[config.mk]
export PLATFORM = sky130hd
export DESIGN_NAME = sha1_hash_engine_top
export DESIGN_NICKNAME = d
export VERILOG_FILES = /design/src/rtl/sha1_pkg.sv /design/src/rtl/sha1_fifo.sv /design/src/rtl/sha1_front.sv /design/src/rtl/sha1_core.sv /design/src/rtl/sha1_hash_engine_top.sv
export SDC_FILE = /design/constraint.sdc
export NUM_CORES = 2
export LEC_CHECK = 0
export BUFFER_PORTS_ARGS = -buffer_cell sky130_fd_sc_hd__buf_2
export CORE_MARGIN = 3
export CORE_UTILIZATION = 55
export DETAILED_ROUTE_END_ITERATION = 12
export GPL_TIMING_DRIVEN = 0
export MAX_ROUTING_LAYER = met4
export PLACE_DENSITY = 0.81
export SLEW_MARGIN = 20
export SYNTH_ARGS = -nofsm -noshare
export SYNTH_HDL_FRONTEND = slang
export SYNTH_SLANG_ARGS = --single-unit
export TNS_END_PERCENT = 5
[constraint.sdc]
create_clock -name clk_i -period 18 [get_ports clk_i]
set_clock_uncertainty 0.2 [all_clocks]
set_input_delay 0 -clock clk_i [delete_from_list [all_inputs] [get_ports clk_i]]
set_output_delay 0 -clock clk_i [all_outputs]
set_load 0.01 [all_outputs]
[src/rtl/sha1_pkg.sv]
package sha1_pkg;

  localparam int unsigned WordW         = 32;
  localparam int unsigned ByteW         = 8;
  localparam int unsigned BytesPerWord  = 4;
  localparam int unsigned CountW        = 61;
  localparam int unsigned PosW          = 6;
  localparam int unsigned NumChain      = 5;
  localparam int unsigned NumBlockWords = 16;
  localparam int unsigned NumRounds     = 80;
  localparam int unsigned RoundsPerStep = 20;
  localparam int unsigned RoundW        = 7;
  localparam int unsigned WordIdxW      = 3;
  localparam int unsigned CfgIdxW       = 3;
  localparam int unsigned CfgDataW      = 61;
  localparam int unsigned LenWordHi     = 14;
  localparam int unsigned LenWordLo     = 15;

  localparam int unsigned ItemDepthDef   = 4;
  localparam int unsigned ResultDepthDef = 8;

  typedef logic [WordW-1:0] word_t;

  localparam logic [ByteW-1:0] PadByte = 8'h80;
  localparam logic [PosW-1:0]  LenPos  = 6'd56;

  localparam word_t K0 = 32'h5A827999;
  localparam word_t K1 = 32'h6ED9EBA1;
  localparam word_t K2 = 32'h8F1BBCDC;
  localparam word_t K3 = 32'hCA62C1D6;

  localparam word_t InitA = 32'h67452301;
  localparam word_t InitB = 32'hEFCDAB89;
  localparam word_t InitC = 32'h98BADCFE;
  localparam word_t InitD = 32'h10325476;
  localparam word_t InitE = 32'hC3D2E1F0;

  localparam logic [WordIdxW-1:0] LastWordIdx = WordIdxW'(NumChain - 1);

  typedef enum logic [CfgIdxW-1:0] {
    CFG_INIT_A     = 3'd0,
    CFG_INIT_B     = 3'd1,
    CFG_INIT_C     = 3'd2,
    CFG_INIT_D     = 3'd3,
    CFG_INIT_E     = 3'd4,
    CFG_LEN_OFFSET = 3'd5
  } cfg_idx_e;

  typedef struct packed {
    word_t [NumChain-1:0] init;
    logic [CountW-1:0]    len_offset;
  } cfg_t;

  // bit 0: carries a byte, bit 1: closes the message
  typedef enum logic [1:0] {
    ITEM_BYTE      = 2'b01,
    ITEM_LAST      = 2'b10,
    ITEM_BYTE_LAST = 2'b11
  } item_kind_e;

  typedef struct packed {
    item_kind_e       kind;
    logic [ByteW-1:0] data;
  } item_t;

  typedef struct packed {
    word_t               word;
    logic [WordIdxW-1:0] index;
    logic                last;
  } result_t;

  typedef enum logic [2:0] {
    ST_IDLE,
    ST_ROUND,
    ST_ADD,
    ST_PAD,
    ST_LEN,
    ST_EMIT
  } state_e;

  typedef enum logic [1:0] {
    PH_DATA,
    PH_SPILL,
    PH_FINAL
  } phase_e;

endpackage

[src/rtl/sha1_fifo.sv]
module sha1_fifo #(
  parameter int unsigned Width = 8,
  parameter int unsigned Depth = 4
) (
  input  logic             clk_i,
  input  logic             rst_ni,
  input  logic             push_i,
  input  logic [Width-1:0] wdata_i,
  output logic             full_o,
  input  logic             pop_i,
  output logic [Width-1:0] rdata_o,
  output logic             empty_o
);

  localparam int unsigned PtrW = (Depth > 1) ? $clog2(Depth) : 1;
  localparam int unsigned CntW = $clog2(Depth + 1);

  logic [Width-1:0] mem_q [Depth];
  logic [PtrW-1:0]  wr_ptr_q, wr_ptr_d;
  logic [PtrW-1:0]  rd_ptr_q, rd_ptr_d;
  logic [CntW-1:0]  cnt_q, cnt_d;
  logic             push_ok, pop_ok;

  assign full_o  = (cnt_q == CntW'(Depth));
  assign empty_o = (cnt_q == '0);
  assign rdata_o = mem_q[rd_ptr_q];
  assign push_ok = push_i && !full_o;
  assign pop_ok  = pop_i && !empty_o;

  always_comb begin
    wr_ptr_d = wr_ptr_q;
    rd_ptr_d = rd_ptr_q;
    cnt_d    = cnt_q;
    if (push_ok) begin
      wr_ptr_d = (wr_ptr_q == PtrW'(Depth - 1)) ? '0 : wr_ptr_q + PtrW'(1);
    end
    if (pop_ok) begin
      rd_ptr_d = (rd_ptr_q == PtrW'(Depth - 1)) ? '0 : rd_ptr_q + PtrW'(1);
    end
    if (push_ok && !pop_ok) begin
      cnt_d = cnt_q + CntW'(1);
    end else if (pop_ok && !push_ok) begin
      cnt_d = cnt_q - CntW'(1);
    end
  end

  always_ff @(posedge clk_i or negedge rst_ni) begin
    if (!rst_ni) begin
      wr_ptr_q <= '0;
      rd_ptr_q <= '0;
      cnt_q    <= '0;
    end else begin
      wr_ptr_q <= wr_ptr_d;
      rd_ptr_q <= rd_ptr_d;
      cnt_q    <= cnt_d;
    end
  end

  always_ff @(posedge clk_i) begin
    if (push_ok) begin
      mem_q[wr_ptr_q] <= wdata_i;
    end
  end

endmodule

[src/rtl/sha1_front.sv]
module sha1_front #(
  parameter int unsigned ItemDepth = 4
) (
  input  logic                  clk_i,
  input  logic                  rst_ni,
  input  logic [7:0]            data_byte_i,
  input  logic                  byte_present_i,
  input  logic                  last_item_i,
  input  logic                  push,
  output logic                  full,
  output logic                  item_valid_o,
  output sha1_pkg::item_t       item_o,
  input  logic                  item_pop_i
);

  import sha1_pkg::*;

  item_t item_in;
  logic  useful;
  logic  item_empty;

  // classify: idle items are accepted and dropped here
  always_comb begin
    item_in.data = data_byte_i;
    unique case ({last_item_i, byte_present_i})
      2'b01:   item_in.kind = ITEM_BYTE;
      2'b10:   item_in.kind = ITEM_LAST;
      2'b11:   item_in.kind = ITEM_BYTE_LAST;
      default: item_in.kind = ITEM_BYTE;
    endcase
  end

  assign useful       = byte_present_i || last_item_i;
  assign item_valid_o = !item_empty;

  sha1_fifo #(
    .Width ($bits(item_t)),
    .Depth (ItemDepth)
  ) u_item_fifo (
    .clk_i   (clk_i),
    .rst_ni  (rst_ni),
    .push_i  (push && useful),
    .wdata_i (item_in),
    .full_o  (full),
    .pop_i   (item_pop_i),
    .rdata_o (item_o),
    .empty_o (item_empty)
  );

endmodule

[src/rtl/sha1_core.sv]
module sha1_core (
  input  logic              clk_i,
  input  logic              rst_ni,
  input  sha1_pkg::cfg_t    cfg_i,
  input  logic              item_valid_i,
  input  sha1_pkg::item_t   item_i,
  output logic              item_pop_o,
  input  logic              res_ready_i,
  output logic              res_push_o,
  output sha1_pkg::result_t res_o
);

  import sha1_pkg::*;

  localparam logic [RoundW-1:0] RoundLast = RoundW'(NumRounds - 1);
  localparam logic [RoundW-1:0] Step1     = RoundW'(RoundsPerStep);
  localparam logic [RoundW-1:0] Step2     = RoundW'(2 * RoundsPerStep);
  localparam logic [RoundW-1:0] Step3     = RoundW'(3 * RoundsPerStep);

  state_e                   state_q, state_d;
  phase_e                   phase_q, phase_d;
  logic                     last_q, last_d;
  logic                     open_q, open_d;
  logic [CountW-1:0]        count_q, count_d;
  logic [CountW-1:0]        count_inc;
  logic [RoundW-1:0]        rnd_q, rnd_d;
  logic [WordIdxW-1:0]      emit_q, emit_d;
  word_t [NumChain-1:0]     chain_q, chain_d;
  word_t [NumChain-1:0]     var_q, var_d;
  word_t [NumBlockWords-1:0] blk_q, blk_d;
  logic [CountW-1:0]        len_q, len_d;

  logic                     item_present, item_last;
  logic                     start_comp;
  logic [PosW-1:0]          pos;
  word_t                    f_val, k_val, tmp, sched;
  word_t                    a, b, c, d, e;

  assign count_inc = count_q + CountW'(1);
  assign pos       = count_q[PosW-1:0];
  assign a = var_q[0];
  assign b = var_q[1];
  assign c = var_q[2];
  assign d = var_q[3];
  assign e = var_q[4];

  always_comb begin
    unique case (item_i.kind)
      ITEM_BYTE:      begin item_present = 1'b1; item_last = 1'b0; end
      ITEM_LAST:      begin item_present = 1'b0; item_last = 1'b1; end
      ITEM_BYTE_LAST: begin item_present = 1'b1; item_last = 1'b1; end
      default:        begin item_present = 1'b0; item_last = 1'b0; end
    endcase
  end

  // round function and schedule word of the current round
  always_comb begin
    if (rnd_q < Step1) begin
      f_val = (b & c) | (~b & d);
      k_val = K0;
    end else if (rnd_q < Step2) begin
      f_val = b ^ c ^ d;
      k_val = K1;
    end else if (rnd_q < Step3) begin
      f_val = (b & c) | (b & d) | (c & d);
      k_val = K2;
    end else begin
      f_val = b ^ c ^ d;
      k_val = K3;
    end
    tmp   = {a[26:0], a[31:27]} + f_val + e + blk_q[0] + k_val;
    sched = blk_q[13] ^ blk_q[8] ^ blk_q[2] ^ blk_q[0];
    sched = {sched[30:0], sched[31]};
  end

  always_comb begin
    state_d    = state_q;
    phase_d    = phase_q;
    last_d     = last_q;
    open_d     = open_q;
    count_d    = count_q;
    rnd_d      = rnd_q;
    emit_d     = emit_q;
    chain_d    = chain_q;
    var_d      = var_q;
    blk_d      = blk_q;
    len_d      = len_q;
    start_comp = 1'b0;
    item_pop_o = 1'b0;
    res_push_o = 1'b0;
    res_o.word  = chain_q[emit_q];
    res_o.index = emit_q;
    res_o.last  = (emit_q == LastWordIdx);

    unique case (state_q)
      ST_IDLE: begin
        if (item_valid_i) begin
          item_pop_o = 1'b1;
          last_d     = item_last;
          if (!open_q) begin
            chain_d = cfg_i.init;
            open_d  = 1'b1;
          end
          if (item_present) begin
            for (int w = 0; w < NumBlockWords; w++) begin
              for (int l = 0; l < BytesPerWord; l++) begin
                if (pos == PosW'(BytesPerWord * w + l)) begin
                  blk_d[w][ByteW*(BytesPerWord-1-l) +: ByteW] = item_i.data;
                end
              end
            end
            count_d = count_inc;
            if (count_inc[PosW-1:0] == '0) begin
              start_comp = 1'b1;
              phase_d    = PH_DATA;
            end else if (item_last) begin
              state_d = ST_PAD;
            end
          end else begin
            state_d = ST_PAD;
          end
        end
      end

      ST_ROUND: begin
        var_d[0] = tmp;
        var_d[1] = a;
        var_d[2] = {b[1:0], b[31:2]};
        var_d[3] = c;
        var_d[4] = d;
        for (int i = 0; i < NumBlockWords - 1; i++) begin
          blk_d[i] = blk_q[i+1];
        end
        blk_d[NumBlockWords-1] = sched;
        rnd_d = rnd_q + RoundW'(1);
        if (rnd_q == RoundLast) begin
          rnd_d   = '0;
          state_d = ST_ADD;
        end
      end

      ST_ADD: begin
        for (int i = 0; i < NumChain; i++) begin
          chain_d[i] = chain_q[i] + var_q[i];
        end
        unique case (phase_q)
          PH_DATA:  state_d = last_q ? ST_PAD : ST_IDLE;
          PH_SPILL: state_d = ST_LEN;
          PH_FINAL: begin
            state_d = ST_EMIT;
            emit_d  = '0;
          end
          default:  state_d = ST_IDLE;
        endcase
      end

      ST_PAD: begin
        // mark byte, then zeros to the end of the block
        for (int w = 0; w < NumBlockWords; w++) begin
          for (int l = 0; l < BytesPerWord; l++) begin
            if (PosW'(BytesPerWord * w + l) == pos) begin
              blk_d[w][ByteW*(BytesPerWord-1-l) +: ByteW] = PadByte;
            end else if (PosW'(BytesPerWord * w + l) > pos) begin
              blk_d[w][ByteW*(BytesPerWord-1-l) +: ByteW] = '0;
            end
          end
        end
        len_d = cfg_i.len_offset + count_q;
        if (pos >= LenPos) begin
          start_comp = 1'b1;
          phase_d    = PH_SPILL;
        end else begin
          phase_d = PH_FINAL;
          state_d = ST_LEN;
        end
      end

      ST_LEN: begin
        // after a spill block the whole length block is fresh
        if (phase_q == PH_SPILL) begin
          for (int w = 0; w < LenWordHi; w++) begin
            blk_d[w] = '0;
          end
        end
        blk_d[LenWordHi] = len_q[CountW-1:CountW-WordW];
        blk_d[LenWordLo] = {len_q[CountW-WordW-1:0], 3'b000};
        start_comp = 1'b1;
        phase_d    = PH_FINAL;
      end

      ST_EMIT: begin
        if (res_ready_i) begin
          res_push_o = 1'b1;
          emit_d     = emit_q + WordIdxW'(1);
          if (emit_q == LastWordIdx) begin
            emit_d  = '0;
            count_d = '0;
            open_d  = 1'b0;
            state_d = ST_IDLE;
          end
        end
      end

      default: state_d = ST_IDLE;
    endcase

    if (start_comp) begin
      var_d   = chain_d;
      rnd_d   = '0;
      state_d = ST_ROUND;
    end
  end

  always_ff @(posedge clk_i or negedge rst_ni) begin
    if (!rst_ni) begin
      state_q <= ST_IDLE;
      phase_q <= PH_DATA;
      last_q  <= 1'b0;
      open_q  <= 1'b0;
      count_q <= '0;
      rnd_q   <= '0;
      emit_q  <= '0;
    end else begin
      state_q <= state_d;
      phase_q <= phase_d;
      last_q  <= last_d;
      open_q  <= open_d;
      count_q <= count_d;
      rnd_q   <= rnd_d;
      emit_q  <= emit_d;
    end
  end

  always_ff @(posedge clk_i) begin
    chain_q <= chain_d;
    var_q   <= var_d;
    blk_q   <= blk_d;
    len_q   <= len_d;
  end

endmodule

[src/rtl/sha1_hash_engine_top.sv]
// SHA-1 engine with loadable chain value and length offset. Bytes go in one per item
// through a push/full queue; an item with last_item_i set pads the message, adds the bit
// length (offset plus bytes seen, times 8) and delivers five digest words, index 0 first,
// through an empty/pop queue. Items with neither a byte nor the last mark are dropped.
// The back end takes bytes one at a time while idle; each completed 64-byte block then runs
// 80 rounds on one shared round unit plus the chain add, and no bytes are taken meanwhile;
// the front queue keeps taking bytes while the rounds run until it fills.
// The last item leads to padding, one or two blocks of rounds (a second block when fewer
// than 9 bytes remain in the current one) and then the hand-over of the five words.
// Init writes take effect at the next message; the length offset is read at padding.
module sha1_hash_engine_top #(
  parameter int unsigned ItemDepth   = sha1_pkg::ItemDepthDef,
  parameter int unsigned ResultDepth = sha1_pkg::ResultDepthDef
) (
  input  logic                          clk_i,
  input  logic                          rst_ni,
  input  logic                          cfg_we_i,
  input  logic [sha1_pkg::CfgIdxW-1:0]  cfg_idx_i,
  input  logic [sha1_pkg::CfgDataW-1:0] cfg_wdata_i,
  input  logic [7:0]                    data_byte_i,
  input  logic                          byte_present_i,
  input  logic                          last_item_i,
  input  logic                          push,
  output logic                          full,
  output logic [31:0]                   digest_word_o,
  output logic [sha1_pkg::WordIdxW-1:0] word_index_o,
  output logic                          last_word_o,
  output logic                          empty,
  input  logic                          pop
);

  import sha1_pkg::*;

  cfg_t    cfg_q;
  item_t   item;
  logic    item_valid, item_pop;
  logic    res_push, res_full;
  result_t res_in, res_out;

  always_ff @(posedge clk_i or negedge rst_ni) begin
    if (!rst_ni) begin
      cfg_q.init[0]    <= InitA;
      cfg_q.init[1]    <= InitB;
      cfg_q.init[2]    <= InitC;
      cfg_q.init[3]    <= InitD;
      cfg_q.init[4]    <= InitE;
      cfg_q.len_offset <= '0;
    end else if (cfg_we_i) begin
      unique case (cfg_idx_i)
        CFG_INIT_A:     cfg_q.init[0]    <= cfg_wdata_i[WordW-1:0];
        CFG_INIT_B:     cfg_q.init[1]    <= cfg_wdata_i[WordW-1:0];
        CFG_INIT_C:     cfg_q.init[2]    <= cfg_wdata_i[WordW-1:0];
        CFG_INIT_D:     cfg_q.init[3]    <= cfg_wdata_i[WordW-1:0];
        CFG_INIT_E:     cfg_q.init[4]    <= cfg_wdata_i[WordW-1:0];
        CFG_LEN_OFFSET: cfg_q.len_offset <= cfg_wdata_i[CountW-1:0];
        default:        ;
      endcase
    end
  end

  sha1_front #(
    .ItemDepth (ItemDepth)
  ) u_front (
    .clk_i          (clk_i),
    .rst_ni         (rst_ni),
    .data_byte_i    (data_byte_i),
    .byte_present_i (byte_present_i),
    .last_item_i    (last_item_i),
    .push           (push),
    .full           (full),
    .item_valid_o   (item_valid),
    .item_o         (item),
    .item_pop_i     (item_pop)
  );

  sha1_core u_core (
    .clk_i        (clk_i),
    .rst_ni       (rst_ni),
    .cfg_i        (cfg_q),
    .item_valid_i (item_valid),
    .item_i       (item),
    .item_pop_o   (item_pop),
    .res_ready_i  (!res_full),
    .res_push_o   (res_push),
    .res_o        (res_in)
  );

  sha1_fifo #(
    .Width ($bits(result_t)),
    .Depth (ResultDepth)
  ) u_result_fifo (
    .clk_i   (clk_i),
    .rst_ni  (rst_ni),
    .push_i  (res_push),
    .wdata_i (res_in),
    .full_o  (res_full),
    .pop_i   (pop),
    .rdata_o (res_out),
    .empty_o (empty)
  );

  assign digest_word_o = res_out.word;
  assign word_index_o  = res_out.index;
  assign last_word_o   = res_out.last;

endmodule

; Yosys cells after proc, flatten, opt, wreduce, memory -nomap -nowiden
; Memories as Yosys holds them, arrays and structs flattened.
; Cells that the tools add are included.
[op_classes]
addsub = 21
order_cmp = 69
n_eq_ne = 294
muxes = 266
bitwise = 14
reduce_logical = 110
[op_table]
columns = cell, n
row1 = case mux 512 bit (4 select lines), 1
row2 = two-way mux 8 bit, 192
row3 = two-way mux 512 bit, 2
row4 = two-way mux 160 bit, 4
row5 = two-way mux 448 bit, 1
row6 = AND reduction 6 bit, 56
row7 = case mux 160 bit (2 select lines), 1
row8 = adder 32 bit, 9
row9 = two-way mux 61 bit, 4
row10 = "!= test 3 x 1 -> 1 bit, second input constant", 66
row11 = "equality test 6 bit, first input constant", 32
row12 = "equality test 6 bit, second input constant", 32
row13 = "> comparator 6 bit, first input constant", 32
row14 = two-way mux 32 bit, 6
row15 = XOR 32 bit, 5
row16 = "!= test 2 x 1 -> 1 bit, second input constant", 70
row17 = bitwise AND 32 bit, 4
row18 = case mux 61 bit (2 select lines), 1
row19 = binary-select mux 32 bit (select 3 bit), 1
row20 = "equality test 5 x 6 -> 1 bit, first input constant", 16
row21 = "equality test 6 x 5 -> 1 bit, second input constant", 16
row22 = "> comparator 5 x 6 -> 1 bit, first input constant", 16
row23 = OR 32 bit, 3
row24 = "adder 61 x 1 -> 61 bit, second input constant", 1
row25 = 65 further kinds, 203
[totals]
register_bits = 1209
ram_bits = 328
in_bits = 79
output_inout_bits = 38
elab_cells = 870
mem_count = 2
[mem_list]
columns = name, depth, width, rd, rd_ports_with_merged_regs, write_ports, line
row1 = u_result_fifo.mem_q, 8, 36, 1, 0, 1, sha1_fifo.sv:18  ; logic [Width-1:0] mem_q [Depth];
row2 = u_front.u_item_fifo.mem_q, 4, 10, 1, 0, 1, sha1_fifo.sv:18

; Logic depth before layout (Yosys ltp)
[logic_depth]
word_depth = 12
depth_mapped = 23
mapped_depth_nobuf = 21

; Modules after synthesis
; A second synthesis with hierarchy kept.
[unflattened]
cells_unflattened = 6706
area_unflattened_um2 = 80948.9
[by_module_without_submodules]
columns = module, instances, cells_per_inst, area_per_inst_um2, seq_area_each_um2
row1 = sha1_core, 1, 5658, 59153.0, 27166.1
row2 = sha1_fifo at u_result_fifo, 1, 482, 11487.3, 8898.5
row3 = sha1_hash_engine_top, 1, 473, 8391.8, 5630.4
row4 = sha1_fifo at u_front.u_item_fifo, 1, 89, 1895.6, 1376.3
row5 = sha1_front, 1, 4, 21.3, 0.0

; Least setup slack after synthesis
; No wires, ideal clock.
[synth_timing]
kind = reg2reg
from = register u_core.rnd_q[3]
to = register u_core.var_q (netlist bit u_core.a[27]) (data pin)
setup_time_ns = 0.270
arrival_ns = 5.364
required_ns = 17.530
path_slack_ns = 12.166
stages_incl_launch_ff = 22
n_path_buf = 2
period_less_slack_ns = 5.834
path_cell_list = dfrtp_1 > clkbuf_1 > a41oi_1 > nand2_1 > inv_1 > nor2_1 > clkbuf_1 > a221oi_1 > fa_1 > fa_1 > inv_1 > ha_1 > fa_1 > a211oi_1 > o21bai_1 > a2111oi_0 > o32ai_1 > o21ai_1 > a21oi_1 > a31oi_1 > xor2_1 > a21oi_1
[synth_rtl]
columns = item, line
row1 = from (decl), sha1_core.sv:26  ; logic [RoundW-1:0] rnd_q, rnd_d;
row2 = from (signal assigned), sha1_core.sv:229  ; rnd_q <= rnd_d;
row3 = to (signal assigned), sha1_core.sv:236  ; var_q <= var_d;
row4 = to (decl), sha1_core.sv:29  ; word_t [NumChain-1:0] var_q, var_d;

==> out/results.ini <==
[placement]
gp_congestion = 1.093
place_inst = 8607
portbufs = 115
hpwl_um = 217100
detailedPlace.worstSlack_ps = 9030

[timing]
timing.final.setup_violations = 0
slew_headroom_pct = 8.752
post_route_fraction_of_the_period_consumed_by_the_critical_path_pct = 53.44
rsz0062_at_grt = no
fmax_mhz = 104.0
max_slew.worst_pin.slew_ps = 1369
final-max-slew-violation-count = 0
timing.final.ws_setup_ps = 8381
totalNegativeSetupSlack_ps = 0
post-route-min-period_ps = 9619
report.final.hold_viol_count = 0

[synth]
post-synth-top-area-cell = sky130_fd_sc_hd__edfxtp_1
synth.ff_latch_count = 1537
ys_warn_count = 0
synthDistinctLibCells = 92
post_synth_design_cell_area_um2 = 79550
proportion_of_synthesized_flip_flops_having_asynchronous_set_or_reset_pct = 20.56
synth.cells.most_frequent = 1061 x sky130_fd_sc_hd__edfxtp_1, 531 x sky130_fd_sc_hd__a21o_1, 426 x sky130_fd_sc_hd__nand2_1, 378 x sky130_fd_sc_hd__nor2_1, 369 x sky130_fd_sc_hd__a21oi_1
synth-seq-area-share_pct = 54.14
yosys.cell_count.top_type = sky130_fd_sc_hd__edfxtp_1
synthesis.instances = 6550
synth-edff-count = 1061
synth_largest_type_area_fraction_pct = 40.05
post_synth.cell_area_avg_um2 = 12.14
ys.flop_type = sky130_fd_sc_hd__edfxtp_1
syn-num-nets = 7032
ys_top_cells_by_area = sky130_fd_sc_hd__edfxtp_1 40%, sky130_fd_sc_hd__dfrtp_1 7.4%, sky130_fd_sc_hd__a21o_1 5.0%

[detailed_routing]
wire_per_inst_um = 33.12
post_route_antenna_net_violation_count = 0
dr_total_vias = 62580
first_iteration_detailed_routing_drc_count = 10630
detail_route.wirelength_um = 300700
dr.pass1.iters = 10
remaining_drc_errors = 0
avgViaCountPerCell = 6.894

[clock_network]
clock_insertion_delay_worst_skew_ps = 830
cts-root-buf = sky130_fd_sc_hd__clkbuf_16
cts_hold_buf = 141
cts_made_buffers = 160
ctsHtreeMaxLevel = 4
cts_tree = done
post_cts_buffers = 0
post_cts.resized_instances = 0
cts.reportedPaths.clkPinSlew_ps = 60
cts_buffer_depth = 3
clock_sink_count = 1537

[grt]
overflow = 0
grt_usage_pct = 40.98
grt_pass1_vias = 59390
first_pass_grt_wire_length_um = 422300
initial_antenna_violation_count = 20
grt_start_max_net_pins = 92

[finish]
num-fill-cells = 10840
finalNonFillerCells = 9078
reg_area_um2 = 43070
multiInputGateArea_um2 = 34000
drive_gt1_share_pct = 14.08
final_nets = 7503
synthToLayoutAreaGrowth_pct = 13.56

[critical_path]
criticalPathCategory = reg -> reg
critPathCaptureType = flop
cp.required_ps = 18320
startpoint_kind_of_the_worst_setup_timing_path = flop
critPathMaxFanout = 10
cp.arrival_ps = 9940

[run]
max_cap_viol_count = 0

[floorplan]
fp.dieArea_um2 = 149200
die-width_um = 386.3
fp.coreArea_um2 = 142600
floorplan.die.height_um = 386.3
start_util_pct = 55.78
floorplan.rows = 138
io_pins = 117

[worst_hold_path]
hold_path.class = in -> reg

[status]
outcome = completed

## cell families (layout without fill, tap and decap cells)
family | after synthesis | after routing | synth area share [%]
AND/OR/NAND/NOR | 1218 | 1218 | 6.977
other | 0 | 34 | 0
flip-flops | 1537 | 1537 | 54.14
buffers and inverters | 710 | 1314 | 3.375
adder cells (fa/ha/maj) | 403 | 403 | 7.471
multiplexers | 438 | 438 | 7.740
XOR/XNOR | 368 | 368 | 4.052
AO/OA/AOI/OAI | 1876 | 1876 | 16.24
## metal layers
layer / GRT usage, % / part of all wire (%) / vias up / routed length [um]
li1: - / - / 25500 / -
met1: 53.06 / 37 / 30850 / 110100
met2: 56.69 / 42 / 5122 / 125200
met3: 13.77 / 15 / 1118 / 44610
met4: 22.53 / 6.9 / 0 / 20840
met5: - / 0 / - / 0
## cells in the final DEF (no fill, tap or decap), types with 42 or more instances in the layout
master	instances
sky130_fd_sc_hd__o22ai_1	76
sky130_fd_sc_hd__mux4_2	111
sky130_fd_sc_hd__fa_1	120
sky130_fd_sc_hd__ha_1	283
sky130_fd_sc_hd__buf_2	130
sky130_fd_sc_hd__buf_1	53
sky130_fd_sc_hd__mux2i_1	44
sky130_fd_sc_hd__a22oi_1	86
sky130_fd_sc_hd__clkbuf_16	162
sky130_fd_sc_hd__inv_1	343
sky130_fd_sc_hd__edfxtp_1	1061
sky130_fd_sc_hd__dfxtp_1	160
sky130_fd_sc_hd__dlygate4sd3_1	141
sky130_fd_sc_hd__a21o_1	531
sky130_fd_sc_hd__o21ai_0	258
sky130_fd_sc_hd__nor2_1	371
sky130_fd_sc_hd__xnor2_1	216
sky130_fd_sc_hd__mux2_2	281
sky130_fd_sc_hd__a221oi_1	42
sky130_fd_sc_hd__xor2_1	152
sky130_fd_sc_hd__nand2_1	426
sky130_fd_sc_hd__a31oi_1	50
sky130_fd_sc_hd__a21oi_1	342
sky130_fd_sc_hd__nor3_1	68
sky130_fd_sc_hd__dfrtp_1	235
sky130_fd_sc_hd__nand3_1	63
sky130_fd_sc_hd__a221o_1	125
sky130_fd_sc_hd__and3_1	43
sky130_fd_sc_hd__nand2b_1	45
sky130_fd_sc_hd__dfstp_2	80
sky130_fd_sc_hd__clkbuf_1	306
## path summary, 6_finish.rpt
check,startpoint,end,slack (ps),depth (start not counted)
min in group asynchronous,rst_ni,u_core.count_q[55]$_DFFE_PN0P_,550,5
setup reg to reg,u_core.rnd_q[3]$_DFFE_PN0P_,u_core.a[25]$_DFFE_PP_,8380,21
hold reg to reg,cfg_q[201]$_DFFE_PN0P_,u_core.chain_q[140]$_DFF_P_,300,2
max in group asynchronous,rst_ni,cfg_q[109]$_DFFE_PN1P_,15780,7
hold / removal,cfg_wdata_i[7],cfg_q[196]$_DFFE_PN1P_,30,3
setup / recovery,u_core.rnd_q[3]$_DFFE_PN0P_,u_core.a[25]$_DFFE_PP_,8380,21
## layout make-up
cell class                 count  area share (%)
clock inverter                93           1.302
tap                         1890           2.618
buffer                       366           1.582
timing repair buffer         309           2.885
clock buffer                 202           4.765
sequential                  1537           47.68
multi-input combinational   4303           37.64
inverter                     344           1.438
antenna                       34         0.09418
## worst max-delay path: stages, from the launching register on
cell and delay, ps:
sky130_fd_sc_hd__dfrtp_1 360, sky130_fd_sc_hd__clkbuf_1 210, sky130_fd_sc_hd__a41oi_1 780, sky130_fd_sc_hd__nand2_1 770, sky130_fd_sc_hd__inv_1 490, sky130_fd_sc_hd__nor2_1 230
sky130_fd_sc_hd__inv_1 680, sky130_fd_sc_hd__clkbuf_1 1070, sky130_fd_sc_hd__o21ai_0 210, sky130_fd_sc_hd__ha_1 350, sky130_fd_sc_hd__ha_1 190, sky130_fd_sc_hd__ha_1 230
sky130_fd_sc_hd__fa_1 440, sky130_fd_sc_hd__a211oi_1 340, sky130_fd_sc_hd__o21bai_1 200, sky130_fd_sc_hd__a2111oi_1 940, sky130_fd_sc_hd__o32ai_1 300, sky130_fd_sc_hd__o21ai_1 440
sky130_fd_sc_hd__a21oi_1 220, sky130_fd_sc_hd__a211o_1 290, sky130_fd_sc_hd__a21oi_1 260, sky130_fd_sc_hd__a21oi_1 80
## metrics by stage
stage | area, um^2 | hold WS [ps] | utilization, %
2_1_floorplan | 79550 | -495.6 | -
3_3_place_gp | 82490 | 11.36 | 57.84
3_5_place_dp | 83290 | -343.2 | 58.40
4_1_cts | 90190 | 3.985 | 63.24
5_1_grt | 90300 | 27.81 | 63.31
6_report | 90340 | 34.71 | 63.34
## sequential cells by signal, summed over array words and instances, names as in the netlist, 4 cells and up
register / count
cfg_q: 221
u_core.a: 32
u_core.b: 32
u_core.blk_q: 512
u_core.c: 32
u_core.chain_q: 160
u_core.count_q: 61
u_core.d: 32
u_core.e: 32
u_core.len_q: 61
u_core.rnd_q: 7
u_front.u_item_fifo.mem_q: 40
u_result_fifo.cnt_q: 4
u_result_fifo.mem_q: 288
Power is not shown: default switching activity piles up to over one toggle a cycle in this logic, so the estimate is an artifact.
